==> src/sv/mqtt_packet_deframer_defines.svh <==
// Assertion macros used by the deframer RTL (mpd_core).
// Expects clk_i and rst_ni in the scope where a macro is used.
`ifndef MQTT_PACKET_DEFRAMER_DEFINES_SVH
`define MQTT_PACKET_DEFRAMER_DEFINES_SVH

// Same-cycle implication, disabled while reset is asserted
`define MPD_ASSERT_IMP(lbl, ante, cons, msg) \
  lbl: assert property (@(posedge clk_i) disable iff (!rst_ni) (ante) |-> (cons)) \
    else $error(msg);

// Next-cycle implication, disabled while reset is asserted
`define MPD_ASSERT_NXT(lbl, ante, cons, msg) \
  lbl: assert property (@(posedge clk_i) disable iff (!rst_ni) (ante) |=> (cons)) \
    else $error(msg);

`endif

==> src/sv/mpd_pkg.sv <==
// Shared types and constants for the MQTT packet deframer.
// No dependencies; imported by mpd_core, mqtt_packet_deframer and the testbench.
`timescale 1ns / 1ps

package mpd_pkg;

  localparam int unsigned ByteW   = 8;
  localparam int unsigned IndexW  = 16;
  localparam int unsigned LenW    = 28;
  localparam int unsigned HdrLenW = 3;
  // Byte position within a packet: 1 + 4 + 2^28 - 1 fits in 29 bits
  localparam int unsigned CountW  = 29;

  localparam logic [3:0]         TypePublish = 4'd3;
  localparam logic [HdrLenW-1:0] MaxLenBytes = 3'd4;
  localparam logic [IndexW-1:0]  BufSizeRst  = 16'd256;

  // One result per received byte
  typedef struct packed {
    logic [ByteW-1:0]   data_byte;
    logic [IndexW-1:0]  byte_index;
    logic               stored;
    logic [3:0]         packet_type;
    logic               is_publish;
    logic [HdrLenW-1:0] header_length;
    logic [LenW-1:0]    remaining_length;
    logic [IndexW-1:0]  topic_length;
    logic               last;
    logic               accepted;
    logic [IndexW-1:0]  packet_length;
    logic               encoding_error;
  } mpd_result_t;

endpackage

==> src/sv/mpd_core.sv <==
// Per-byte framing state and decode of the MQTT fixed header.
// Depends on mpd_pkg and mqtt_packet_deframer_defines.svh.
`timescale 1ns / 1ps
`include "mqtt_packet_deframer_defines.svh"

module mpd_core import mpd_pkg::*; (
  input  logic              clk_i,
  input  logic              rst_ni,
  input  logic              step_i,
  input  logic [ByteW-1:0]  byte_i,
  input  logic [IndexW-1:0] buf_size_i,
  output mpd_result_t       res_o
);

  localparam logic [2:0] PH_HEADER   = 3'd0;
  localparam logic [2:0] PH_LENGTH   = 3'd1;
  localparam logic [2:0] PH_TOPIC_HI = 3'd2;
  localparam logic [2:0] PH_TOPIC_LO = 3'd3;
  localparam logic [2:0] PH_BODY     = 3'd4;

  logic [2:0]         phase_q, phase_d;
  logic [3:0]         type_q, type_c;
  logic [LenW-1:0]    accum_q, accum_c, accum_d, len_bits;
  logic [HdrLenW-1:0] cnt_q, cnt_c, cnt_d;
  logic [IndexW-1:0]  stored_q, stored_c, stored_d;
  logic [CountW-1:0]  total_q, total_c, total_d;
  logic [LenW-1:0]    body_q, body_c, body_d;
  logic [IndexW-1:0]  topic_q, topic_c, topic_d;
  logic               pub, st, last, err, acc;

  // Header byte starts a fresh packet context
  always_comb begin
    if (phase_q == PH_HEADER) begin
      type_c   = byte_i[7:4];
      accum_c  = '0;
      cnt_c    = '0;
      stored_c = '0;
      total_c  = '0;
      body_c   = '0;
      topic_c  = '0;
    end else begin
      type_c   = type_q;
      accum_c  = accum_q;
      cnt_c    = cnt_q;
      stored_c = stored_q;
      total_c  = total_q;
      body_c   = body_q;
      topic_c  = topic_q;
    end
  end

  // Position the next 7-bit length group
  always_comb begin
    unique case (cnt_c[1:0])
      2'd0: len_bits = {21'd0, byte_i[6:0]};
      2'd1: len_bits = {14'd0, byte_i[6:0], 7'd0};
      2'd2: len_bits = {7'd0, byte_i[6:0], 14'd0};
      2'd3: len_bits = {byte_i[6:0], 21'd0};
    endcase
  end

  // Store decision and counters
  assign pub      = (type_c == TypePublish);
  assign st       = total_c < {{(CountW-IndexW){1'b0}}, buf_size_i};
  assign stored_d = stored_c + {{(IndexW-1){1'b0}}, st};
  assign total_d  = total_c + {{(CountW-1){1'b0}}, 1'b1};
  // total after this byte <= buffer size is the same test as st
  assign acc      = last && !err && st;

  // Phase sequencing
  always_comb begin
    phase_d = phase_q;
    accum_d = accum_c;
    cnt_d   = cnt_c;
    body_d  = body_c;
    topic_d = topic_c;
    last    = 1'b0;
    err     = 1'b0;
    unique case (phase_q)
      PH_HEADER: begin
        phase_d = PH_LENGTH;
      end
      PH_LENGTH: begin
        accum_d = accum_c | len_bits;
        cnt_d   = cnt_c + 3'd1;
        if (byte_i[7]) begin
          if (cnt_d >= MaxLenBytes) begin
            err  = 1'b1;
            last = 1'b1;
          end
        end else if (pub) begin
          phase_d = PH_TOPIC_HI;
        end else begin
          body_d = accum_d;
          if (accum_d == '0) begin
            last = 1'b1;
          end else begin
            phase_d = PH_BODY;
          end
        end
      end
      PH_TOPIC_HI: begin
        topic_d = {byte_i, 8'h00};
        phase_d = PH_TOPIC_LO;
      end
      PH_TOPIC_LO: begin
        topic_d = topic_c | {8'h00, byte_i};
        if (accum_c > 28'd2) begin
          body_d  = accum_c - 28'd2;
          phase_d = PH_BODY;
        end else begin
          body_d = '0;
          last   = 1'b1;
        end
      end
      default: begin
        if (body_c != '0) begin
          body_d = body_c - 28'd1;
        end
        if (body_c <= 28'd1) begin
          last = 1'b1;
        end
      end
    endcase
    if (last) begin
      phase_d = PH_HEADER;
    end
  end

  // Result fields
  always_comb begin
    res_o.data_byte        = byte_i;
    res_o.byte_index       = total_c[IndexW-1:0];
    res_o.stored           = st;
    res_o.packet_type      = type_c;
    res_o.is_publish       = pub;
    res_o.header_length    = cnt_d;
    res_o.remaining_length = accum_d;
    res_o.topic_length     = topic_d;
    res_o.last             = last;
    res_o.accepted         = acc;
    res_o.packet_length    = acc ? stored_d : '0;
    res_o.encoding_error   = err;
  end

  // Control state
  always_ff @(posedge clk_i or negedge rst_ni) begin
    if (!rst_ni) begin
      phase_q  <= PH_HEADER;
      type_q   <= '0;
      accum_q  <= '0;
      cnt_q    <= '0;
      stored_q <= '0;
      total_q  <= '0;
      body_q   <= '0;
      topic_q  <= '0;
    end else if (step_i) begin
      phase_q  <= phase_d;
      type_q   <= type_c;
      accum_q  <= accum_d;
      cnt_q    <= cnt_d;
      stored_q <= stored_d;
      total_q  <= total_d;
      body_q   <= body_d;
      topic_q  <= topic_d;
    end
  end

  `MPD_ASSERT_NXT(a_last_restarts, step_i && res_o.last, phase_q == PH_HEADER,
                  "packet end did not return to header phase")
  `MPD_ASSERT_IMP(a_err_ends_drop, step_i && res_o.encoding_error,
                  res_o.last && !res_o.accepted && (res_o.packet_length == '0),
                  "encoding error not reported as dropped packet end")
  `MPD_ASSERT_IMP(a_len_cnt_range, phase_q == PH_LENGTH, cnt_q < MaxLenBytes,
                  "length byte count out of range in length phase")
  `MPD_ASSERT_IMP(a_body_nonzero, phase_q == PH_BODY, body_q != '0,
                  "body phase with nothing left to receive")

endmodule

==> src/sv/mqtt_packet_deframer.sv <==
// Top level of the MQTT packet deframer: input register, decode core, result register
// and the buffer_size configuration register. Depends on mpd_pkg and mpd_core.
`timescale 1ns / 1ps

// Splits a byte stream into MQTT control packets. Each accepted byte gives exactly one
// result transaction after passing through the input register and then the result
// register, and a new byte is taken in every cycle while in_stall_o is low: the whole
// per-byte update of the header, varint length and counters is one register-to-register
// step in mpd_core. Back-pressure on the result side stalls the input only when both
// registers are full. buffer_size resets to 256 and is written through the cfg channel,
// which is always ready; write it only while no transaction is in flight.
module mqtt_packet_deframer import mpd_pkg::*; (
  input  logic               clk_i,
  input  logic               rst_ni,
  // configuration write
  input  logic               cfg_valid_i,
  output logic               cfg_ready_o,
  input  logic [IndexW-1:0]  cfg_data_i,
  // received bytes
  input  logic               in_valid_i,
  output logic               in_stall_o,
  input  logic [ByteW-1:0]   rx_byte_i,
  // results
  output logic               out_valid_o,
  input  logic               out_stall_i,
  output logic [ByteW-1:0]   data_byte_o,
  output logic [IndexW-1:0]  byte_index_o,
  output logic               stored_o,
  output logic [3:0]         packet_type_o,
  output logic               is_publish_o,
  output logic [HdrLenW-1:0] header_length_o,
  output logic [LenW-1:0]    remaining_length_o,
  output logic [IndexW-1:0]  topic_length_o,
  output logic               last_o,
  output logic               accepted_o,
  output logic [IndexW-1:0]  packet_length_o,
  output logic               encoding_error_o
);

  logic [IndexW-1:0] buf_size_q;
  logic              in_vld_q;
  logic [ByteW-1:0]  in_byte_q;
  logic              out_vld_q;
  mpd_result_t       out_q, res;
  logic              advance, in_accept;

  // Handshake: the input register moves on when the result register frees up
  assign cfg_ready_o = 1'b1;
  assign advance     = in_vld_q && (!out_vld_q || !out_stall_i);
  assign in_stall_o  = in_vld_q && out_vld_q && out_stall_i;
  assign in_accept   = in_valid_i && !in_stall_o;

  // Configuration register
  always_ff @(posedge clk_i or negedge rst_ni) begin
    if (!rst_ni) begin
      buf_size_q <= BufSizeRst;
    end else if (cfg_valid_i && cfg_ready_o) begin
      buf_size_q <= cfg_data_i;
    end
  end

  // Input register
  always_ff @(posedge clk_i or negedge rst_ni) begin
    if (!rst_ni) begin
      in_vld_q <= 1'b0;
    end else if (in_accept) begin
      in_vld_q <= 1'b1;
    end else if (advance) begin
      in_vld_q <= 1'b0;
    end
  end

  always_ff @(posedge clk_i) begin
    if (in_accept) begin
      in_byte_q <= rx_byte_i;
    end
  end

  mpd_core u_core (
    .clk_i      (clk_i),
    .rst_ni     (rst_ni),
    .step_i     (advance),
    .byte_i     (in_byte_q),
    .buf_size_i (buf_size_q),
    .res_o      (res)
  );

  // Result register
  always_ff @(posedge clk_i or negedge rst_ni) begin
    if (!rst_ni) begin
      out_vld_q <= 1'b0;
    end else if (advance) begin
      out_vld_q <= 1'b1;
    end else if (!out_stall_i) begin
      out_vld_q <= 1'b0;
    end
  end

  always_ff @(posedge clk_i) begin
    if (advance) begin
      out_q <= res;
    end
  end

  assign out_valid_o        = out_vld_q;
  assign data_byte_o        = out_q.data_byte;
  assign byte_index_o       = out_q.byte_index;
  assign stored_o           = out_q.stored;
  assign packet_type_o      = out_q.packet_type;
  assign is_publish_o       = out_q.is_publish;
  assign header_length_o    = out_q.header_length;
  assign remaining_length_o = out_q.remaining_length;
  assign topic_length_o     = out_q.topic_length;
  assign last_o             = out_q.last;
  assign accepted_o         = out_q.accepted;
  assign packet_length_o    = out_q.packet_length;
  assign encoding_error_o   = out_q.encoding_error;

endmodule

==> config.mk <==
export PLATFORM = sky130hd
export DESIGN_NAME = mqtt_packet_deframer
export DESIGN_NICKNAME = d
export VERILOG_FILES = /design/src/sv/mpd_pkg.sv /design/src/sv/mpd_core.sv /design/src/sv/mqtt_packet_deframer.sv
export VERILOG_INCLUDE_DIRS = /design/src /design/src/sv
export SDC_FILE = /design/constraint.sdc
export NUM_CORES = 1
export LEC_CHECK = 0
export BUFFER_PORTS_ARGS = -buffer_cell sky130_fd_sc_hd__buf_2
export CORE_MARGIN = 4
export CORE_UTILIZATION = 40
export CTS_BUF_LIST = sky130_fd_sc_hd__clkbuf_8
export DETAILED_ROUTE_END_ITERATION = 6
export GPL_TIMING_DRIVEN = 0
export PLACE_DENSITY = 0.58
export SETUP_SLACK_MARGIN = 0.4
export SLEW_MARGIN = 0
export SYNTH_ARGS = -nofsm -noshare
export SYNTH_HDL_FRONTEND = slang
export SYNTH_SLANG_ARGS = --single-unit
==> constraint.sdc <==
create_clock -name clk_i -period 6.5 [get_ports clk_i]
set_clock_uncertainty 0.2 [all_clocks]
set_input_delay 1.3 -clock clk_i [delete_from_list [all_inputs] [get_ports clk_i]]
set_output_delay 1.3 -clock clk_i [all_outputs]
set_load 0.03 [all_outputs]
Yosys cells after proc, flatten, opt, wreduce, memory -nomap -nowiden
Index checks and enable logic that the tools add are counted.

storage, ports and cells
  bits in registers = 249
  output and inout bits = 99

cells by class
  muxes and demuxes = 35
  reductions and logical operators = 19
  $add $sub $neg = 5
  $lt $le $gt $ge = 4
  equal/unequal tests = 11
  bitwise operators = 2

operators by type and width
  operator                 number
  $mux W28                 7
  $pmux W28 S4             1
  $pmux W28 S3             1
  $mux W16                 2
  $pmux W16 S2             1
  $add A29 B1 Y29 const B  1
  $lt A29 B16 Y1           1
  $mux W29                 1
  $gt A28 B2 Y1 const B    1
  $le A28 B1 Y1 const B    1
  $logic_not A28 Y1        1
  $or A28 B28 Y28          1
  $reduce_bool A28 Y1      1
  $sub A28 B1 Y28 const B  1
  $sub A28 B2 Y28 const B  1
  $mux W3                  7
  $add A16 B1 Y16          1
  $or A16 B8 Y16           1
  $mux W1                  12
  $pmux W3 S4              1
  $eq A3 B2 Y1 const B     2
  $logic_and A1 B1 Y1      6
  $reduce_and A5 Y1        1
  $reduce_bool A5 Y1       1
  18 further kinds         22

Logic depth before layout (Yosys ltp)
  word-level depth = 12
  mapped depth = 25
  gate-level depth less buffers = 18

Cells and area by module
Synthesis repeated with hierarchy kept, for this count alone.

unflattened totals
  cells, all modules = 1,405
  area, all modules = 13,837.0 um^2

by module, submodules not included
  module                area an instance (um^2)  instances  cells an instance
  mpd_core              9,965.8                  1          1,257
  mqtt_packet_deframer  3,871.2                  1          148

Worst setup path before layout
No wires, ideal clock.

  kind = input -> register
  start = input out_stall_i
  end = register u_core.topic_q[11]
  arrival = 5.354 ns
  data required time = 6.023 ns
  slack = 0.669 ns
  stages on the path = 7
  cells stage by stage = a21bo_2 clkbuf_1 inv_1 clkbuf_1 clkbuf_1 buf_1 a31oi_1

on the way
  word-level cells in the longest chain between the ends = 3

RTL lines
  element               RTL line                    RTL
  start, declared       mqtt_packet_deframer.sv:25  input logic out_stall_i,
  $logic_not A1 Y1      n/a
  $logic_or A1 B1 Y1    mqtt_packet_deframer.sv:49  assign advance = in_vld_q && (!out_vld_q || !out_stall_i);
  $logic_and A1 B1 Y1   mqtt_packet_deframer.sv:49
  net advance           mqtt_packet_deframer.sv:45  logic advance, in_accept;
  end signal, assigned  mpd_core.sv:165             topic_q <= topic_d;
  end, declared         mpd_core.sv:28              logic [IndexW-1:0] topic_q, topic_c, topic_d;

The timed path passes the listed nets, and every way through them passes these cells.
A chain may end at the register's enable or synchronous reset.

==> impl_metrics.toml <==
[outcome]
status = "complete, no violations"

[power]
combPwrFrac = 0.204
ir_worst_vdd_uv = 148
power_w = 0.00434
internal_power_w = 0.00292
sw_frac_of_total = 0.327
p_leak_nw = 6.65
p_per_area_nw_per_um2 = 270
power_switching_w = 0.00142
seqPwrFrac = 0.435
p_clk_frac = 0.362

[logic_synthesis]
synth_most_common_cell = "nand2_1"
syn_avg_cell_area_um2 = 9.61
ys_ff_latch = 249
yosysSeqAreaShare = 0.493
async_flop_share = 0.582
ys.flop_type = "dfrtp_1"
synth_common_cells = "nand2_1 (217), dfrtp_1 (144), nor2_1 (105), edfxtp_1 (104), o21ai_0 (100)"
synthCells = 1424
synth_top_cell_area_share = 0.263
synth_edf_count = 104
syn-num-nets = 1477
synthTopCellsByArea = "dfrtp_1 (26%), edfxtp_1 (23%), nand2_1 (5.9%), o21ai_0 (3.7%), a22o_1 (3.3%)"
synth_cell_types = 81
yosys.area.top_type = "dfrtp_1"
synth-warning-count = 0
syn-cell-area_um2 = 13700

[placement]
post-place-ws_ns = -2.01
gp_congestion = 0.938
place_hpwl_um = 32700
io_buffers = 126
dp.cells = 2001

[floorplanning]
rows = 67
fp.dieW_um = 193
start_util = 0.407
dieArea_um2 = 37300
die_y_um = 193
ios = 128
core-area_um2 = 33600

[worst_setup_path]
critPathBufInv = 7
cpPeakStageDelay_ns = 0.43
worst-setup-path-type = "reg -> reg"
critPathMaxFanout = 10
crit_slowest_cell = "dfrtp_2"
arrival_ns = 6.08
crit_chain = "or3_1, buf_6, clkbuf_4, buf_4, buf_4, buf_2, clkbuf_2, and2_1, ha_1, a21o_1, a221oi_1, o21ai_2, clkbuf_2, nor2_2, ha_2, nand3_2, nor3_4, and4_4, and3_1, xnor2_1, or3_1, nor3_2"
crit_path_start = "u_core.phase_q[0]"
cp.required_ns = 6.72
endpoint = "packet_length_o[15]"
cp-end-kind = "register"
crit_cells = 22
r2r_start = "u_core.phase_q[0]"
r2r-end = "packet_length_o[15]"
cp_top_family = "simple AND/OR/NAND/NOR gates"
crit_path_start_kind = "register"
reg2reg_depth = 22
r2r_setup_slack_ns = 0.64

[layout]
diodes = 0
area_growth_syn_to_layout_pct = 17.5
fin_cells = 2091
nets = 1661
post-route-util = 0.479
fillerInstances = 3247
drive_gt1_frac = 0.179

[clock_network]
cts.sinks = 249
clk_latency_ns = 0.60
cts_made_buffers = 44
htree_num_levels = 2
clockRootBuffer = "clkbuf_8"
clockBufferDepth = 3
path_clk_slew_ns = 0.06
cts_tree = "done"

[routing]
drt_iter0_drc = 1121
vias = 12200
wirelength_um = 46200
wl_per_cell_um = 22.1
viasPerCell = 5.84
antenna_left = 0
dr.pass1.iters = 5
drc = 0

[global_route]
grt_max_degree = 77
antenna_found_initial = 0
grt_pass1_wl_um = 70300
overflow = 0
grt_pass1_vias = 11700
grtUsageTotal = 0.245

[worst_hold_path]
hold_start = "in_byte_q[0]"
hold_class = "reg -> reg"

[sta]
relSlewSlack = 0.0304
hold_viol = 0
post-route-period-util = 0.901
post-route-min-period_ns = 5.86
fmax_ghz = 0.171
worst_pin_slew_ns = 1.45
grt_setup_unrepaired = "false"
setup_ws_ns = 0.644
slew_viol_final = 0
report.final.setup_viol = 0

[flow_run]
cap_violations = 0
-- routing by layer --
metal | GRT usage | wire length (um) | up-vias
li1 | - | - | 5585
met3 | 0.0456 | 3670 | 94
met1 | 0.353 | 20400 | 6023
met2 | 0.380 | 20800 | 514
met4 | 0.0738 | 1330 | 0
met5 | 0 | 0 | -
-- through the flow --
stage | hold WS, ns | setup TNS (ns) | area, um2
floorplan | 0.221 | 0 | 13700
global placement | 0.230 | -191.95 | 14900
detailed placement | 0.242 | -40.83 | 15000
CTS | 0.258 | 0 | 16000
global route | 0.269 | 0 | 16100
finish | 0.256 | 0 | 16100
-- placed cells by master (no fill, tap or decap), types with 11 or more instances in the layout --
cell / instances
dfrtp_1: 143
nand2_1: 216
and2_1: 27
or3_1: 13
ha_1: 22
buf_2: 138
mux2i_1: 20
xor2_1: 28
nor2_1: 103
o31ai_1: 19
clkbuf_1: 76
mux2_2: 15
o211ai_1: 12
and3_1: 15
nand4_1: 14
edfxtp_1: 104
a31oi_1: 11
clkbuf_8: 51
xnor2_1: 21
nor3_1: 27
a21oi_1: 70
a211oi_1: 13
nor4_1: 23
nand3_1: 39
o21ai_0: 100
inv_1: 41
a22o_1: 51
buf_4: 13
-- how the worst min path moves through the flow --
stage / end / slack, ns / depth (start not counted)
finish: data_byte_o[0] / 0.26 / 0
global route: data_byte_o[2] / 0.27 / 0
floorplan: data_byte_o[2] / 0.22 / 0
detailed placement: data_byte_o[0] / 0.24 / 0
global placement: data_byte_o[2] / 0.23 / 0
CTS: data_byte_o[0] / 0.26 / 0
-- timing repair --
action | 4_1_cts | 5_1_grt
buffers inserted | 3 | 6
setup endpoints to repair | 43 | 8
gates resized for setup | 29 | 9
hold buffers | 0 | 0
pin swaps | 2 | 5
-- kinds of logic after synthesis --
| logic type | after synthesis | share of synthesized area |
|---|---|---|
| adder cells (fa/ha/maj) | 24 | 0.0219 |
| multiplexers | 37 | 0.0286 |
| flip-flops | 249 | 0.493 |
| other | 1 | 0.000274 |
| AO/OA/AOI/OAI | 377 | 0.187 |
| buffers and inverters | 147 | 0.0445 |
| AND/OR/NAND/NOR | 540 | 0.193 |
| XOR/XNOR | 49 | 0.0313 |
-- power by group through the flow --
| stage | Clock (W) | Sequential [W] | Combinational, W |
|---|---|---|---|
| floorplan | 0 | 0.00199 | 0.000459 |
| global placement | 0 | 0.00192 | 0.000830 |
| detailed placement | 0 | 0.00191 | 0.000850 |
| CTS | 0.00160 | 0.00188 | 0.000865 |
| global route | 0.00168 | 0.00190 | 0.000961 |
| finish | 0.00157 | 0.00189 | 0.000883 |
-- state kept, by name, summed over array words and instances (netlist names) --
register            cells
u_core.type_q           4
u_core.phase_q          3
stored_o                1
in_vld_q                1
u_core.topic_q         16
header_length_o         3
in_byte_q               8
u_core.total_q         29
encoding_error_o        1
out_valid_o             1
packet_length_o        16
buf_size_q             16
u_core.cnt_q            3
byte_index_o           16
last_o                  1
packet_type_o           4
u_core.body_q          28
topic_length_o         16
u_core.stored_q        16
remaining_length_o     28
data_byte_o             8
is_publish_o            1
accepted_o              1
u_core.accum_q         28
-- final cells by class --
class	instances	area [um2]	area share
multi-input combinational	1028	6410	0.398
inverter	33	124	0.00770
sequential	249	6750	0.420
buffer	114	524	0.0326
tap	448	561	0.0348
timing repair buffer	138	776	0.0482
clock buffer	49	674	0.0419
clock inverter	32	263	0.0163
(Power assumes the default switching activity.)
